==> src/rtl/core/imm_ram.sv <==
`default_nettype none

module imm_ram #(
  parameter int WIDTH  = 8,
  parameter int DEPTH  = 2,
  parameter int ADDR_W = (DEPTH > 1) ? $clog2(DEPTH) : 1
) (
  input  wire logic              clk,
  input  wire logic              we,
  input  wire logic [ADDR_W-1:0] waddr,
  input  wire logic [WIDTH-1:0]  wdata,
  input  wire logic              re,
  input  wire logic [ADDR_W-1:0] raddr,
  output logic      [WIDTH-1:0]  rdata
);

  logic [WIDTH-1:0] mem [DEPTH];

  // Hold read data between reads
  always_ff @(posedge clk) begin
    if (we) begin
      mem[waddr] <= wdata;
    end
    if (re) begin
      rdata <= mem[raddr];
    end
  end

endmodule

`default_nettype wire

==> config.mk <==
export PLATFORM = sky130hd
export DESIGN_NAME = imm_ram
export DESIGN_NICKNAME = d
export VERILOG_FILES = /design/src/rtl/core/imm_ram.sv
export SDC_FILE = /design/constraint.sdc
export NUM_CORES = 1
export LEC_CHECK = 0
export BUFFER_PORTS_ARGS = -buffer_cell sky130_fd_sc_hd__buf_2
export CAP_MARGIN = 20
export CORE_MARGIN = 2
export CORE_UTILIZATION = 30
export CTS_CLUSTER_SIZE = 40
export DETAILED_ROUTE_END_ITERATION = 6
export GPL_TIMING_DRIVEN = 0
export PLACE_DENSITY = 0.59
export SLEW_MARGIN = 20
export SYNTH_ARGS = -nofsm -noshare
export SYNTH_HDL_FRONTEND = slang
export SYNTH_SLANG_ARGS = --single-unit
==> constraint.sdc <==
create_clock -name clk -period 1.8 [get_ports clk]
set_clock_uncertainty 0.05 [all_clocks]
set_input_delay 0.27 -clock clk [delete_from_list [all_inputs] [get_ports clk]]
set_output_delay 0.27 -clock clk [all_outputs]
set_load 0.01 [all_outputs]
==> out/qor.yml <==
clockBufferDepth: 2
path_max_fanout: 1
p_int_mw: 0.784
synth.area.top_cells: "edfxtp_1, mux2_4, buf_6"
setup-violations-final: 0
diodes: 0
synth_seq_area_share: 0.834
portBuffers: 19
sw_frac_of_total: 0.190
crit_path_end_kind: "output pin"
wire_per_inst_um: 11.9
slowest_stage: "edfxtp_1"
yosysWarnings: 0
synth_top_area_frac: 0.834
most-common-layout-cells: "edfxtp_1, buf_2, mux2_4, clkbuf_4"
cts_hold_buffers: 0
cts_tree: "built"
cts-root-buf: "clkbuf_4"
mostFrequentLayoutCell: "edfxtp_1"
period_share: 0.635
ir_worst_vdd_mv: 0.738
dieArea_sq_mm: 0.00333
cp_data_required_time_ns: 1.48
synthCells: 35
grt_pass1_wl_um: 1700
dr.pass1.iters: 4
p_leak_nw: 0.395
syn_area_sq_um: 865
die_h_um: 57.7
worst-slew-pin-transition_ns: 0.712
rsz0062_at_grt: "false"
hold_path_class: "in -> reg"
antenna_found_initial: 0
final_layout_size_suffix_gt1_frac: 0.534
insertion_delay_ns: 0.30
postCtsSetupRepairBufs: 0
fmax_mhz: 875
coreArea_sq_mm: 0.00276
path_class: "reg -> out"
drt_iter0_drc: 5
ys_seq_elements: 24
switchingPower_mw: 0.184
grt.overflow.total: 0
cts_max_level: 1
period_minus_slack_ns: 1.14
cpPeakStageDelay_ns: 0.38
cts_resized: 0
syn_nets: 48
comb_power_share: 0.082
worst_ep_arrival_time_ns: 0.82
powerDensity_mw_per_mm2: 945
power_frac_seq: 0.690
wl_um: 1060
status: "completed"
holdWs_ns: 0.102
drtAntennaViolNets: 0
drc: 0
worst-path-buf-inv: 1
final_nets: 72
grt_max_degree: 14
yosysUniqueCellTypes: 5
worstPathCellList: "buf_2"
num_vias: 386
max_slew_margin: 0.524
hold_viol: 0
fp-row-count: 19
start_util: 0.314
cts_buffers: 3
max_cap_viol_count: 0
gp_congestion: 0.620
final.setup.tns_ns: 0
avgSynthCellArea_sq_um: 24.7
synth_top_cell_by_area: "edfxtp_1"
clk_pin_slew_ns: 0.12
fillerInstances: 259
drv_slew: 0
grt_pass1_vias: 375
start_kind: "register"
cp_top_family: "flip-flops"
area_delta_synth_final_pct: 18.5
grt_usage: 0.0712
die_w_um: 57.7
cts.sinks: 24
via_per_inst: 4.34
io_pins: 21
clkPwrFrac: 0.228
[layer usage]
| layer | vias up | wire length, um | global-route usage |
|---|---|---|---|
| met2 | 20 | 493 | 0.112 |
| met4 | 0 | 5 | 0.0199 |
| li1 | 182 | - | - |
| met1 | 182 | 449 | 0.0870 |
| met3 | 2 | 112 | 0.0357 |
| met5 | - | 0 | 0 |
[through the flow]
step	power (mW)	utilization	worst slack, ns	cell area, sq um	instances
4_1_cts	0.982	0.372	0.635	1020	89
6_report	0.968	0.372	0.657	1020	89
3_5_place_dp	0.763	0.362	0.414	998	85
3_3_place_gp	0.759	0.362	0.425	998	85
2_1_floorplan	0.726	-	0.687	865	35
5_1_grt	1.03	0.372	0.590	1020	89
[path summary, 6_finish.rpt]
kind | endpoint | cells after the start | startpoint | slack [ns]
hold reg to reg | rdata[1] | 1 | mem[1][1] | 0.50
hold / removal | mem[0][3] | 1 | wdata[3] | 0.10
setup / recovery | rdata[7] | 1 | rdata[7] | 0.66
setup reg to reg | rdata[7] | 1 | mem[0][7] | 0.87
[synth_stat cells (all sizes together)]
cell / number
buf: 1
and2: 1
edfxtp: 24
mux2: 8
nor2b: 1
[cell type report]
| class | count | area (sq um) | share of cell area |
|---|---|---|---|
| buffer | 1 | 11.3 | 0.0110 |
| clock buffer | 3 | 22.5 | 0.0220 |
| clock inverter | 1 | 3.75 | 0.00366 |
| multi-input combinational | 10 | 133 | 0.129 |
| sequential | 24 | 721 | 0.703 |
| tap | 31 | 38.8 | 0.0379 |
| timing repair buffer | 19 | 95.1 | 0.0928 |
[registers in the layout (all words and copies together), names as in the netlist]
signal / cells
rdata: 8
mem: 16
[logic make-up after synthesis]
group,Yosys count,synth area share
AND/OR/NAND/NOR,2,0.0145
multiplexers,8,0.139
flip-flops,24,0.834
buffers and inverters,1,0.0130
[power by group through the flow]
stage / Combinational (mW) / Clock [mW] / Sequential (mW)
after floorplan: 0.0382 / 0 / 0.688
after global placement: 0.0791 / 0 / 0.679
after detailed placement: 0.0813 / 0 / 0.682
after CTS: 0.0813 / 0.232 / 0.669
after global routing: 0.0858 / 0.271 / 0.672
final: 0.0793 / 0.221 / 0.668
Power figures use the tool's default switching activity.
