`config.mk`:
```
export PLATFORM = sky130hd
export DESIGN_NAME = imm_walk
export DESIGN_NICKNAME = d
export VERILOG_FILES = /design/src/rtl/core/imm_pkg.sv /design/src/rtl/core/imm_walk.sv
export SDC_FILE = /design/constraint.sdc
export NUM_CORES = 1
export LEC_CHECK = 0
export BUFFER_PORTS_ARGS = -buffer_cell sky130_fd_sc_hd__buf_2
export CAP_MARGIN = 20
export CORE_ASPECT_RATIO = 0.9
export CORE_MARGIN = 1.5
export CORE_UTILIZATION = 49
export CTS_CLUSTER_SIZE = 24
export DETAILED_ROUTE_END_ITERATION = 7
export GPL_ROUTABILITY_DRIVEN = 0
export GPL_TIMING_DRIVEN = 0
export PLACE_DENSITY = 0.83
export SYNTH_ARGS = -nofsm -noshare
export SYNTH_HDL_FRONTEND = slang
export SYNTH_SLANG_ARGS = --single-unit
```
`constraint.sdc`:
```
create_clock -name clk -period 2.91 [get_ports clk]
set_input_delay 0.582 -clock clk [delete_from_list [all_inputs] [get_ports clk]]
set_output_delay 0.582 -clock clk [all_outputs]
set_load 0.01 [all_outputs]
```
`src/rtl/core/imm_pkg.sv`:
```
`default_nettype none

package imm_pkg;

  // Array bounds
  localparam int MAX_ROWS  = 16;
  localparam int MAX_COLS  = 16;
  localparam int MAX_DEPTH = 64;

  // Counter widths (index 0..MAX-1) and size widths (1..MAX)
  localparam int ROW_W    = (MAX_ROWS > 1) ? $clog2(MAX_ROWS) : 1;
  localparam int COL_W    = (MAX_COLS > 1) ? $clog2(MAX_COLS) : 1;
  localparam int DEP_W    = (MAX_DEPTH > 1) ? $clog2(MAX_DEPTH) : 1;
  localparam int ROWS_SW  = $clog2(MAX_ROWS + 1);
  localparam int COLS_SW  = $clog2(MAX_COLS + 1);
  localparam int DEPTH_SW = $clog2(MAX_DEPTH + 1);

  // Store geometry
  localparam int A_DEPTH = MAX_ROWS * MAX_DEPTH;
  localparam int B_DEPTH = MAX_DEPTH * MAX_COLS;
  localparam int C_DEPTH = MAX_ROWS * MAX_COLS;
  localparam int A_AW    = (A_DEPTH > 1) ? $clog2(A_DEPTH) : 1;
  localparam int B_AW    = (B_DEPTH > 1) ? $clog2(B_DEPTH) : 1;
  localparam int C_AW    = (C_DEPTH > 1) ? $clog2(C_DEPTH) : 1;

  typedef logic [A_AW-1:0] a_addr_t;
  typedef logic [B_AW-1:0] b_addr_t;
  typedef logic [C_AW-1:0] c_addr_t;

  // Operation codes
  typedef logic [2:0] op_t;
  localparam op_t OP_WRITE_A = 3'd0;
  localparam op_t OP_WRITE_B = 3'd1;
  localparam op_t OP_WRITE_C = 3'd2;
  localparam op_t OP_COMPUTE = 3'd3;
  localparam op_t OP_READ_C  = 3'd4;

  // Configuration register indexes
  typedef logic [1:0] cfg_index_t;
  localparam cfg_index_t REG_ROW_COUNT    = 2'd0;
  localparam cfg_index_t REG_COLUMN_COUNT = 2'd1;
  localparam cfg_index_t REG_INNER_DEPTH  = 2'd2;
  localparam cfg_index_t REG_ACCUM_MODE   = 2'd3;

  // Result codes
  localparam logic KIND_READ    = 1'b0;
  localparam logic KIND_DONE    = 1'b1;
  localparam logic STATUS_OK    = 1'b0;
  localparam logic STATUS_RANGE = 1'b1;

  // Sizes in use, already clamped
  typedef struct packed {
    logic [ROWS_SW-1:0]  rows;
    logic [COLS_SW-1:0]  cols;
    logic [DEPTH_SW-1:0] depth;
  } dims_t;

  // Tag that travels with each product through the compute pipeline
  typedef struct packed {
    logic    valid;
    logic    first;   // first product of a C entry
    logic    last;    // last product of a C entry
    logic    done;    // last product of the whole compute
    c_addr_t c_addr;
  } walk_tag_t;

  function automatic logic [15:0] clamp_size(logic [6:0] v, logic [15:0] bound);
    logic [15:0] wide;
    wide = {9'd0, v};
    if (v == 7'd0) return 16'd1;
    if (wide > bound) return bound;
    return wide;
  endfunction

  function automatic a_addr_t a_index(logic [15:0] m, logic [15:0] k);
    return a_addr_t'(32'(m) * MAX_DEPTH + 32'(k));
  endfunction

  function automatic b_addr_t b_index(logic [15:0] k, logic [15:0] n);
    return b_addr_t'(32'(k) * MAX_COLS + 32'(n));
  endfunction

  function automatic c_addr_t c_index(logic [15:0] m, logic [15:0] n);
    return c_addr_t'(32'(m) * MAX_COLS + 32'(n));
  endfunction

endpackage

`default_nettype wire

```
`src/rtl/core/imm_walk.sv`:
```
`default_nettype none

module imm_walk (
  input  wire logic              clk,
  input  wire logic              rst,
  input  wire logic              start,
  input  wire imm_pkg::dims_t    dims,
  output imm_pkg::walk_tag_t     tag,
  output imm_pkg::a_addr_t       a_addr,
  output imm_pkg::b_addr_t       b_addr
);
  import imm_pkg::*;

  logic             busy;
  logic [ROW_W-1:0] m;
  logic [COL_W-1:0] n;
  logic [DEP_W-1:0] k;
  logic             last_m;
  logic             last_n;
  logic             last_k;

  assign last_m = (m == ROW_W'(dims.rows - 1'b1));
  assign last_n = (n == COL_W'(dims.cols - 1'b1));
  assign last_k = (k == DEP_W'(dims.depth - 1'b1));

  always_comb begin
    tag.valid  = busy;
    tag.first  = (k == '0);
    tag.last   = last_k;
    tag.done   = last_k && last_n && last_m;
    tag.c_addr = c_index(16'(m), 16'(n));
    a_addr     = a_index(16'(m), 16'(k));
    b_addr     = b_index(16'(k), 16'(n));
  end

  // Walk k innermost, then n, then m
  always_ff @(posedge clk) begin
    if (rst) begin
      busy <= 1'b0;
      m    <= '0;
      n    <= '0;
      k    <= '0;
    end else if (start) begin
      busy <= 1'b1;
      m    <= '0;
      n    <= '0;
      k    <= '0;
    end else if (busy) begin
      if (last_k) begin
        k <= '0;
        if (last_n) begin
          n <= '0;
          if (last_m) begin
            busy <= 1'b0;
          end else begin
            m <= m + 1'b1;
          end
        end else begin
          n <= n + 1'b1;
        end
      end else begin
        k <= k + 1'b1;
      end
    end
  end

endmodule

`default_nettype wire

```
==> flow_metrics.py, run 1 <==
metrics = {
    "synthesis": {
        "synth_area_sq_um": 1350,
        "ys_ff_latch": 15,
        "seq_area_frac_synth": 0.223,
        "synth_nets": 189,
        "synth_top_area_frac": 0.223,
        "synth_largest_area_cell": "dfxtp_1",
        "syn_inst": 162,
        "ys_types": 44,
        "synth_area_leaders": "dfxtp_1 (22%), buf_4 (8.9%), ha_1 (6.5%)",
        "ys_warn_count": 0,
        "yosys-top-cells-count": "buf_4 (16), dfxtp_1 (15), inv_1 (10)",
        "yosys.cell_count.top_type": "buf_4",
        "ys.flop_type": "dfxtp_1",
        "synth_enable_flop_cells": 0,
        "async_flop_share": 0,
        "syn_area_per_cell_sq_um": 8.30,
    },
    "pwr": {
        "p_clk_frac": 0.287,
        "combPwrFrac": 0.249,
        "p_int_uw": 309,
        "vdd_drop_max_mv": 0.245,
        "power_density_nw_per_um2": 268,
        "sw_frac_of_total": 0.322,
        "power_uw": 455,
        "power.leakage_uw": 0.000818,
        "p_switching_uw": 147,
        "p_seq_frac": 0.464,
    },
    "placed_design": {
        "hpwl_um": 2340,
        "port_buffers": 48,
        "dp.cells": 238,
        "preCtsSetupSlack_ns": -0.162,
    },
    "grt": {
        "grt_pass1_vias": 1090,
        "antenna_found_initial": 0,
        "gr-total-overflow": 0,
        "grt_max_degree": 11,
        "track_usage": 0.210,
        "grt_pass1_wl_um": 4960,
    },
    "sta": {
        "fin_ws_ns": 0.0504,
        "fin_crit_ns": 2.86,
        "drv_slew": 0,
        "finalCritPeriodShare": 0.983,
        "hold_violations": 0,
        "setup_viol": 0,
        "finClkSkew_ns": 0.00293,
        "worst_slew_pin_slew_ns": 0.495,
        "fmax_ghz": 0.350,
        "rsz0062_at_grt": "yes",
        "slew_headroom": 0.668,
    },
    "critical_path": {
        "reg2reg_slack_ns": 0.86,
        "reg2reg_from": "n[2]",
        "crit_cells": 10,
        "crit_fanout": 10,
        "rr_worst_depth": 5,
        "cp.required_ns": 2.33,
        "crit_top_cell": "buf_2",
        "crit_buf_inv": 5,
        "endpoint": "tag[9]",
        "critical_path_class": "input pin to primary output",
        "cpMaxStageDelayCell": "or3_1",
        "crit_path_start": "dims[0]",
        "timing.rr.end": "m[0]",
        "cp_cell_sequence": "buf_2 > inv_1 > ha_1 > nor2b_1 > or3_1 > a31o_4 > clkbuf_8 > nor2_1 > buf_4 > buf_2",
        "critPathTopFamily": "simple AND/OR/NAND/NOR gates",
        "slowest_delay_ns": 0.39,
        "cp-start-kind": "input pin",
        "cp-end-kind": "primary output",
        "critPathArrivalTime_ns": 2.28,
    },
    "cts": {
        "clock_path_buffers": 2,
        "cts_num_sinks": 15,
        "post_cts_buffers": 0,
        "clock-root-buffer": "clkbuf_4",
        "h-tree-depth": 1,
        "cts_made_buffers": 3,
        "clk_latency_ns": 0.30,
        "clk_pin_slew_worst_paths_ns": 0.10,
        "cts_tree": "built",
    },
    "worst_hold_path": {
        "min_from": "m[3]",
        "worst_hold_path_type": "register to register",
    },
    "drt": {
        "first_iter_violations": 47,
        "drt_wl_total_um": 3190,
        "drc_errors": 2,
        "avgViaCountPerCell": 5.49,
        "routedWlPerCell_um": 13.2,
        "ant_nets": 0,
        "route.vias.total": 1324,
        "firstDrtPassIters": 6,
    },
    "cells_and_area": {
        "layout.nets": 241,
        "final_cells": 241,
        "area_delta_synth_final_pct": 26.2,
        "antenna_cells": 0,
        "post-route-util": 0.671,
        "layout-drive-gt1-share": 0.376,
    },
    "floorplan": {
        "die_h_um": 52.7,
        "placementRows": 17,
        "start_util": 0.531,
        "dieArea_sq_um": 3070,
        "io_pins": 52,
        "dieWidth_um": 58.2,
        "coreArea_sq_um": 2530,
    },
    "outcome": {
        "outcome": "complete, but fails checks",
        "violations": "design-rule violations",
    },
    "run": {
        "max-cap-violations": 0,
    },
}
==> state kept, by name (all words and copies together), names as in the netlist <==
signal / flops
busy: 1
m: 4
k: 6
n: 4
==> placed cells by master (no fill, tap or decap), types with 3 or more instances in the layout <==
master / count
a21oi_1: 9
nand2_1: 7
dfxtp_1: 15
buf_2: 49
xnor2_1: 7
or3_1: 4
o21ai_0: 3
ha_1: 7
inv_1: 10
nor3_1: 5
xor2_1: 7
clkbuf_4: 3
nor2_1: 6
nand2b_1: 6
buf_4: 16
nand3_1: 6
o22ai_1: 4
nor2b_1: 3
a31oi_1: 3
o211ai_1: 5
==> worst min-delay path, stage by stage, from the launching register on <==
cell and delay [ns]:
dfxtp_1 0.36, nand2_1 0.07, mux2i_1 0.06
==> power by group through the flow <==
stage	combinational (uW)	sequential (uW)	clock, uW
finish	113	211	131
global placement	100	216	0
CTS	106	211	131
floorplan	68.3	215	0
detailed placement	101	216	0
global route	123	212	142
==> final cells by class <==
type / count / area [sq um]
buffer: 20 / 146
clock buffer: 3 / 22.5
clock inverter: 1 / 5.00
fill: 228 / 833
inverter: 10 / 37.5
multi-input combinational: 116 / 911
sequential: 15 / 300
tap: 28 / 35.0
timing repair buffer: 48 / 240
==> cells by family after synthesis <==
kind of cell	share of synthesized area
AOI/OAI and AO/OA	0.172
muxes	0.0149
xor gates and xnor gates	0.132
buffers and inverters	0.133
and+or+nand+nor	0.260
DFF	0.223
adders and majority gates	0.0651
==> repair_timing <==
item                                    in CTS  in global routing
pin swaps                                    1                  0
hold buffers                                 0                  0
endpoints found under the setup margin       2                  2
gates resized for setup                      5                  4
==> worst min path at each step <==
stage,endpoint,slack (ns),depth (start not counted)
detailed placement,m[3],0.51,2
global placement,m[3],0.50,2
finish,m[3],0.52,2
CTS,m[3],0.52,2
floorplan,m[3],0.52,2
global route,busy,0.52,2
==> per-layer routing <==
metal,part of all wire,global-route usage
met1,0.48,0.272
met2,0.48,0.364
met3,0.031,0.0370
met4,0.0066,0.0465
met5,0,0
==> metrics by stage <==
stage	hold slack [ns]	area (sq um)	TNS (ns)
floorplan	0.521	1350	0
global placement	0.504	1620	-0.240
detailed placement	0.509	1620	-0.250
CTS	0.523	1670	0
global route	0.517	1700	-0.0367
finish	0.524	1700	0
(Power assumes the default switching activity.)
==> run 2, diff against run 1 <==
--- a/config.mk
+++ b/config.mk
@@ -5,6 +5,7 @@
 export SDC_FILE = /design/constraint.sdc
 export NUM_CORES = 1
 export LEC_CHECK = 0
+export ABC_AREA = 1
 export BUFFER_PORTS_ARGS = -buffer_cell sky130_fd_sc_hd__buf_2
 export CAP_MARGIN = 20
 export CORE_ASPECT_RATIO = 0.9
==> run 2 against run 1 <==
The flow now finishes without violations. Clock skew down 0.0016 ns. Sequential power about the same. Critical path depth unchanged. Core utilization fell by 1.5 points. Setup slack better by 0.26 ns. Die area increased by 1.8%. Clock power shrank 11%. Sequential cell count is the same. Total power decreased by 7.8%. Maximum frequency grew 9.9%. Largest cell class unchanged.
==> flow_metrics.py, run 2 <==
metrics = {
    "outcome": {
        "outcome": "completed",
    },
    "critical_path": {
        "cp_cell_sequence": "buf_2 > inv_1 > ha_1 > xnor2_1 > nor2_1 > nand3_1 > nor2_2 > nand3_1 > inv_1 > buf_2",
        "crit_cells": 10,
        "critical_path_class": "input pin to primary output",
        "cp-end-kind": "primary output",
        "critPathTopFamily": "simple AND/OR/NAND/NOR gates",
        "critPathArrivalTime_ns": 2.02,
        "cpMaxStageDelayCell": "nor2_2",
        "cp-start-kind": "input pin",
        "crit_buf_inv": 4,
        "rr_worst_depth": 8,
        "crit_fanout": 9,
        "cp.required_ns": 2.33,
        "slowest_delay_ns": 0.32,
    },
    "cts": {
        "post_cts_buffers": 0,
        "holdBufCountCts": 0,
        "clk_pin_slew_worst_paths_ns": 0.09,
        "clk_latency_ns": 0.28,
        "h-tree-depth": 1,
        "cts_tree": "built",
        "clock-root-buffer": "clkbuf_4",
        "clock_path_buffers": 2,
        "postCtsResizedCells": 0,
        "cts_num_sinks": 15,
        "cts_made_buffers": 3,
    },
    "synthesis": {
        "synth_top_area_frac": 0.219,
        "synth_area_sq_um": 1370,
        "synth_enable_flop_cells": 0,
        "yosys-top-cells-count": "nand2_1 (50), inv_1 (28), buf_4 (16), nor2_1 (16), dfxtp_1 (15)",
        "synth_largest_area_cell": "dfxtp_1",
        "ys_types": 28,
        "ys.flop_type": "dfxtp_1",
        "ys_ff_latch": 15,
        "syn_area_per_cell_sq_um": 6.72,
        "syn_inst": 204,
        "seq_area_frac_synth": 0.219,
        "synth_nets": 231,
        "synth_area_leaders": "dfxtp_1 (22%), nand2_1 (14%), buf_4 (8.8%)",
        "ys_warn_count": 0,
        "async_flop_share": 0,
        "yosys.cell_count.top_type": "nand2_1",
    },
    "floorplan": {
        "dieArea_sq_um": 3120,
        "io_pins": 52,
        "coreArea_sq_um": 2550,
        "die_h_um": 53.2,
        "start_util": 0.537,
        "placementRows": 17,
        "dieWidth_um": 58.7,
    },
    "drt": {
        "firstDrtPassIters": 4,
        "drt_wl_total_um": 2600,
        "routedWlPerCell_um": 9.15,
        "route.vias.total": 1322,
        "avgViaCountPerCell": 4.65,
        "drc_errors": 0,
        "ant_nets": 0,
        "first_iter_violations": 36,
    },
    "cells_and_area": {
        "layout.nets": 284,
        "layout_commonest_cell": "nand2_1",
        "antenna_cells": 0,
        "layout-drive-gt1-share": 0.340,
        "area_delta_synth_final_pct": 22.1,
        "n_fill_cell": 245,
        "layout_common_cells": "nand2_1 (50), buf_2 (48), inv_1 (28), nor2_1 (16), buf_4 (16)",
        "reg_top3": "k x6, m x4, n x4",
        "largest_register": "k",
        "largest_register_ffs": 6,
    },
    "pwr": {
        "vdd_drop_max_mv": 0.196,
        "power.leakage_uw": 0.000947,
        "power_density_nw_per_um2": 251,
        "power_uw": 420,
    },
    "grt": {
        "grt_pass1_wl_um": 4490,
        "grt_max_degree": 10,
        "track_usage": 0.182,
        "gr-total-overflow": 0,
        "grt_pass1_vias": 1107,
        "antenna_found_initial": 0,
    },
    "sta": {
        "drv_slew": 0,
        "rsz0062_at_grt": "no",
        "hold_violations": 0,
        "setup_viol": 0,
        "finClkSkew_ns": 0.00131,
        "fmax_ghz": 0.384,
        "fin_crit_ns": 2.60,
        "slew_headroom": 0.767,
        "setup_tns_ns": 0,
        "fin_ws_ns": 0.308,
        "worst_slew_pin_slew_ns": 0.349,
        "finalCritPeriodShare": 0.894,
    },
    "placed_design": {
        "port_buffers": 48,
        "hpwl_um": 2160,
        "preCtsSetupSlack_ns": 0.282,
    },
    "run": {
        "max-cap-violations": 0,
    },
    "worst_hold_path": {
        "worst_hold_path_type": "input pin to register",
        "hold_path_depth": 2,
    },
}
==> run 2: path summary, 6_finish.rpt <==
check                           startpoint  endpoint  slack (ns)
worst min-delay path                   rst      busy        0.47
worst max register to register        n[3]      m[1]        1.35
worst min register to register        m[3]      m[3]        0.55
worst max-delay path               dims[7]    tag[8]        0.31
==> run 2: per-layer routing <==
metal,GRT usage,part of all wire
met4,0.0379,0.0088
met1,0.230,0.48
met5,0,0
met2,0.320,0.47
met3,0.0342,0.040
==> run 2: layout make-up <==
type	instances	area, sq um	share of cell area
Buffer	17	131	0.0785
Clock buffer	3	22.5	0.0135
Clock inverter	1	5.00	0.00299
Inverter	32	121	0.0726
Multi-Input combinational cell	140	817	0.488
Sequential cell	15	300	0.180
Tap cell	28	35.0	0.0209
Timing Repair Buffer	48	240	0.144
==> run 2: kinds of logic after synthesis <==
group                    share of synthesized area
AND/OR/NAND/NOR                              0.368
buffers and inverters                        0.184
XOR/XNOR                                     0.121
flip-flops                                   0.219
AO/OA/AOI/OAI                               0.0429
adder cells (fa/ha/maj)                     0.0639
==> run 2: stage by stage <==
| step | hold slack, ns | instance area [sq um] | std cells | utilization |
|---|---|---|---|---|
| 2_1_floorplan | 0.545 | 1370 | 204 | - |
| 3_3_place_gp | 0.526 | 1650 | 280 | 0.645 |
| 5_1_grt | 0.478 | 1670 | 284 | 0.655 |
| 6_report | 0.474 | 1670 | 284 | 0.655 |
| 3_5_place_dp | 0.531 | 1650 | 280 | 0.645 |
| 4_1_cts | 0.464 | 1670 | 284 | 0.655 |
==> run 2: report_power, final <==
part	switching, uW	internal (uW)	total, uW
Clock	64.6	50.9	116
Sequential	3.80	207	211
Combinational	53.8	39.7	93.6
